<file path="config.mk">
export PLATFORM = sky130hd
export DESIGN_NAME = rss_ram
export DESIGN_NICKNAME = d
export VERILOG_FILES = /design/src/design/assert_macros.svh /design/src/design/rss_ram.sv
export SDC_FILE = /design/constraint.sdc
export NUM_CORES = 1
export LEC_CHECK = 0
export BUFFER_PORTS_ARGS = -buffer_cell sky130_fd_sc_hd__buf_2
export CAP_MARGIN = 20
export CELL_PAD_IN_SITES_DETAIL_PLACEMENT = 2
export CELL_PAD_IN_SITES_GLOBAL_PLACEMENT = 2
export CORE_AREA = 2 2 187 189
export CTS_CLUSTER_DIAMETER = 40
export CTS_CLUSTER_SIZE = 30
export DETAILED_ROUTE_END_ITERATION = 10
export DIE_AREA = 0 0 189 191
export GPL_TIMING_DRIVEN = 0
export PLACE_DENSITY_LB_ADDON = 0.1
export SLEW_MARGIN = 20
export SYNTH_ARGS = -nofsm -noshare
export SYNTH_HDL_FRONTEND = slang
export SYNTH_SLANG_ARGS = --single-unit
</file>
<file path="constraint.sdc">
create_clock -name clk -period 3 [get_ports clk]
set_clock_uncertainty 0.05 [all_clocks]
set_input_delay 0.45 -clock clk [delete_from_list [all_inputs] [get_ports clk]]
set_output_delay 0.45 -clock clk [all_outputs]
set_load 0.005 [all_outputs]
</file>
<file path="src/design/assert_macros.svh">
`ifndef ASSERT_MACROS_SVH
`define ASSERT_MACROS_SVH

// Invariant checked at every clock edge outside reset.
`define ASSERT_ALWAYS(label, expr) \
  label: assert property (@(posedge clk) disable iff (!rst_n) (expr)) \
    else $error("invariant violated");

// Same-cycle implication.
`define ASSERT_IMPL(label, ante, cons) \
  label: assert property (@(posedge clk) disable iff (!rst_n) (ante) |-> (cons)) \
    else $error("implication violated");

// Next-cycle implication.
`define ASSERT_NEXT(label, ante, cons) \
  label: assert property (@(posedge clk) disable iff (!rst_n) (ante) |=> (cons)) \
    else $error("next-cycle implication violated");

`endif

</file>
<file path="src/design/rss_ram.sv">
`default_nettype none

module rss_ram #(
  parameter int WIDTH = 8,
  parameter int DEPTH = 32
) (
  input  logic                     clk,
  input  logic                     we,
  input  logic [$clog2(DEPTH)-1:0] waddr,
  input  logic [WIDTH-1:0]         wdata,
  input  logic                     re,
  input  logic [$clog2(DEPTH)-1:0] raddr,
  output logic [WIDTH-1:0]         rdata
);

  logic [WIDTH-1:0] mem_r [DEPTH];
  logic [WIDTH-1:0] rdata_r;

  always_ff @(posedge clk) begin
    if (we) begin
      mem_r[waddr] <= wdata;
    end
    if (re) begin
      rdata_r <= mem_r[raddr];
    end
  end

  assign rdata = rdata_r;

endmodule

`default_nettype wire

</file>
==> summary.md <==
| Metric | Value |
|---|---|
| Total CTS buffers | 41 |
| Placed Instances | 895 |
| Routed length on met1 | 11940 um |
| Post-CTS resize count | 0 |
| Total gr overflow | 0 |
| Final GP Congestion | 0.6725 |
| Max-slew violations | 0 |
| Routed wire length | 25080 um |
| Status | finished clean |
| Filler Cell Count | 3193 |
| Iteration-0 DRC Markers | 329 |
| DR vias | 4556 |
| Worst Setup Start Kind | primary input |
| P&R area growth vs syn | 20.88% |
| Crit share post-route | 90.11% |
| Top cells by area, synth | edfxtp_1 78%, mux4_2 18%, nor2_1 1.2%, mux2_2 0.89%, buf_4 0.44% |
| Worst EP arrival | 2.91 ns |
| Mapped Cells | 417 |
| CTS Buffer Depth | 3 |
| H-tree depth | 2 |
| Max Cap Violations | 0 |
| Hold Path Class | primary input to flip-flop |
| Hold Path Stages | 1 |
| Vias per inst | 4.707 |
| Final #Nets | 504 |
| Max Clk Rate | 0.3699 GHz |
| Ys Warns | 0 |
| I/O pin total | 29 |
| Cell Rows | 68 |
| CTS sink cnt | 264 |
| Initial Util | 29.70% |
| Clock Tree Root | clkbuf_16 |
| Total stage count of the critical path | 5 |
| Delay-heaviest family, CP | multiplexers |
| Die width | 189 um |
| Yosys cell types | 14 |
| Clock insertion delay at the later pin of the skew report | 0.52 ns |
| Share of the synthesized area in the top cell type | 78.23% |
| Drt wl/cell | 25.91 um |
| Length of routed met2 wiring | 11670 um |
| FF-to-FF path depth | 3 |
| Buffers & Inverters on Critical Path | 2 |
| Postcts setup bufs | 0 |
| Mapped Area | 10130 um^2 |
| Largest net degree at the start of global routing | 33 |
| All-layer global routing usage | 14.38% |
| Final cell count without fillers | 968 |
| Layout cells sized above 1 | 37.62% |
| # diodes | 0 |
| Syn avg cell area | 24.30 um^2 |
| Tightest Pin Transition | 1.080 ns |
| First-pass GRT wire length | 36490 um |
| Vias in the first global route | 4978 |
| Crit-path cells | clkbuf_1, buf_1, mux4_2, mux4_2, mux2_2 |
| Wire length on met3 | 1004 um |
| Crit end category | flip-flop |
| Die area | 36100 um^2 |
| Setup CP Type | primary input to flip-flop |
| Worst-path fanout max | 10 |
| Syn nets | 438 |
| Most frequent cells in the layout | 264 x edfxtp_1, 80 x mux4_2, 41 x clkbuf_16 |
| Commonest non-fill, non-tap cell in the layout | edfxtp_1 |
| Leakage | 3.810 nW |
| Critical-path top delay cell | buf_1 |
| Most frequent CP cell | mux4_2 |
| Critical Path RT | 3.21 ns |
| CTS clk-pin slew, worst paths | 0.05 ns |
| Synthesis-stage register bit count | 264 |
| CTS tree | yes |
| Routed Antenna Nets | 0 |
| Core footprint | 34120 um^2 |
| Final Setup Violations | 0 |
| Power per Cell Area | 774.9 nW/um^2 |
| Post-synth top area cell | edfxtp_1 |
| Initial antenna violation count | 0 |
| Post-synthesis sequential area ratio | 78.23% |
| Die extent in y | 191 um |
| Final min period | 2.703 ns |
| Hold_buf cts | 0 |
| Drt drc | 0 |
| Slew margin rel. | 27.70% |
| Hold violation total from the final report | 0 |
| Dpl hpwl | 16260 um |
| # port buffers | 23 |
| Peak VDD IR | 0.0003986 V |
| Router iterations before antenna repair | 4 |
| RSZ-0062 raised after global routing | no |
| Final total power | 9.492 mW |
| Top routing layer used | met4 |
| Max stage delay on crit path | 0.65 ns |
==> cells in the mapped netlist (all sizes together) <==
library cell	number
or3b	3
nand3b	5
mux2	8
or3	1
edfxtp	264
nand2	1
buf	14
nand3	2
clkbuf	6
nor2	33
mux4	80
==> path summary, 6_finish.rpt <==
| path | end | startpoint | slack (ns) |
|---|---|---|---|
| worst min-delay path | rdata[7]$_DFFE_PP_ | re | 0.27 |
| worst max register to register | rdata[3]$_DFFE_PP_ | mem_r[13][3]$_DFFE_PP_ | 0.94 |
| worst min register to register | rdata[3]$_DFFE_PP_ | mem_r[18][3]$_DFFE_PP_ | 0.95 |
| worst max-delay path | rdata[3]$_DFFE_PP_ | raddr[2] | 0.30 |
==> layer usage <==
layer  up-vias  track usage (%)
li1       1934                -
met1      2491            20.39
met2        95            22.54
met3        36            2.846
met4         0            4.147
met5         -                0
==> sequential cells by signal (all words and copies together), names as in the netlist <==
name	cells
mem_r	256
rdata	8
==> final cells by class <==
cell class | count | area [um^2] | area share [%]
Clock buffer | 44 | 1037 | 8.468
Timing Repair Buffer | 23 | 115.1 | 0.9397
Tap cell | 455 | 569.3 | 4.648
Buffer | 20 | 106.4 | 0.8682
Sequential cell | 264 | 7928 | 64.72
Clock inverter | 29 | 391.6 | 3.197
Multi-Input combinational cell | 133 | 2102 | 17.16
==> power by group <==
part / switching, mW / internal, mW / leakage [nW] / total [mW]
combinational: 0.241 / 0.165 / 0.737 / 0.406
sequential: 0.0113 / 4.12 / 2.38 / 4.13
clock: 1.74 / 3.21 / 0.689 / 4.95
total: 1.99 / 7.50 / 3.81 / 9.49
==> through the flow <==
| stage | setup TNS (ns) | hold WS (ns) | instance area, um^2 | util [%] | setup slack [ns] |
|---|---|---|---|---|---|
| 2_1_floorplan | 0 | 0.4989 | 10130 | - | 0.5583 |
| 3_3_place_gp | -2.446 | 0.7845 | 10820 | 31.71 | -0.3482 |
| 3_5_place_dp | -2.211 | 0.7992 | 10820 | 31.71 | -0.3280 |
| 4_1_cts | 0 | 0.2626 | 12250 | 35.90 | 0.2278 |
| 5_1_grt | 0 | 0.2616 | 12250 | 35.90 | 0.2236 |
| 6_report | 0 | 0.2741 | 12250 | 35.90 | 0.2967 |
==> logic make-up (layout without fill, tap and decap cells) <==
group / Yosys count / count (layout) / synth area share, %
muxes: 88 / 88 / 18.67
buffers and inverters: 20 / 116 / 1.049
DFF: 264 / 264 / 78.23
and+or+nand+nor: 45 / 45 / 2.050
Power figures use the tool's default switching activity.
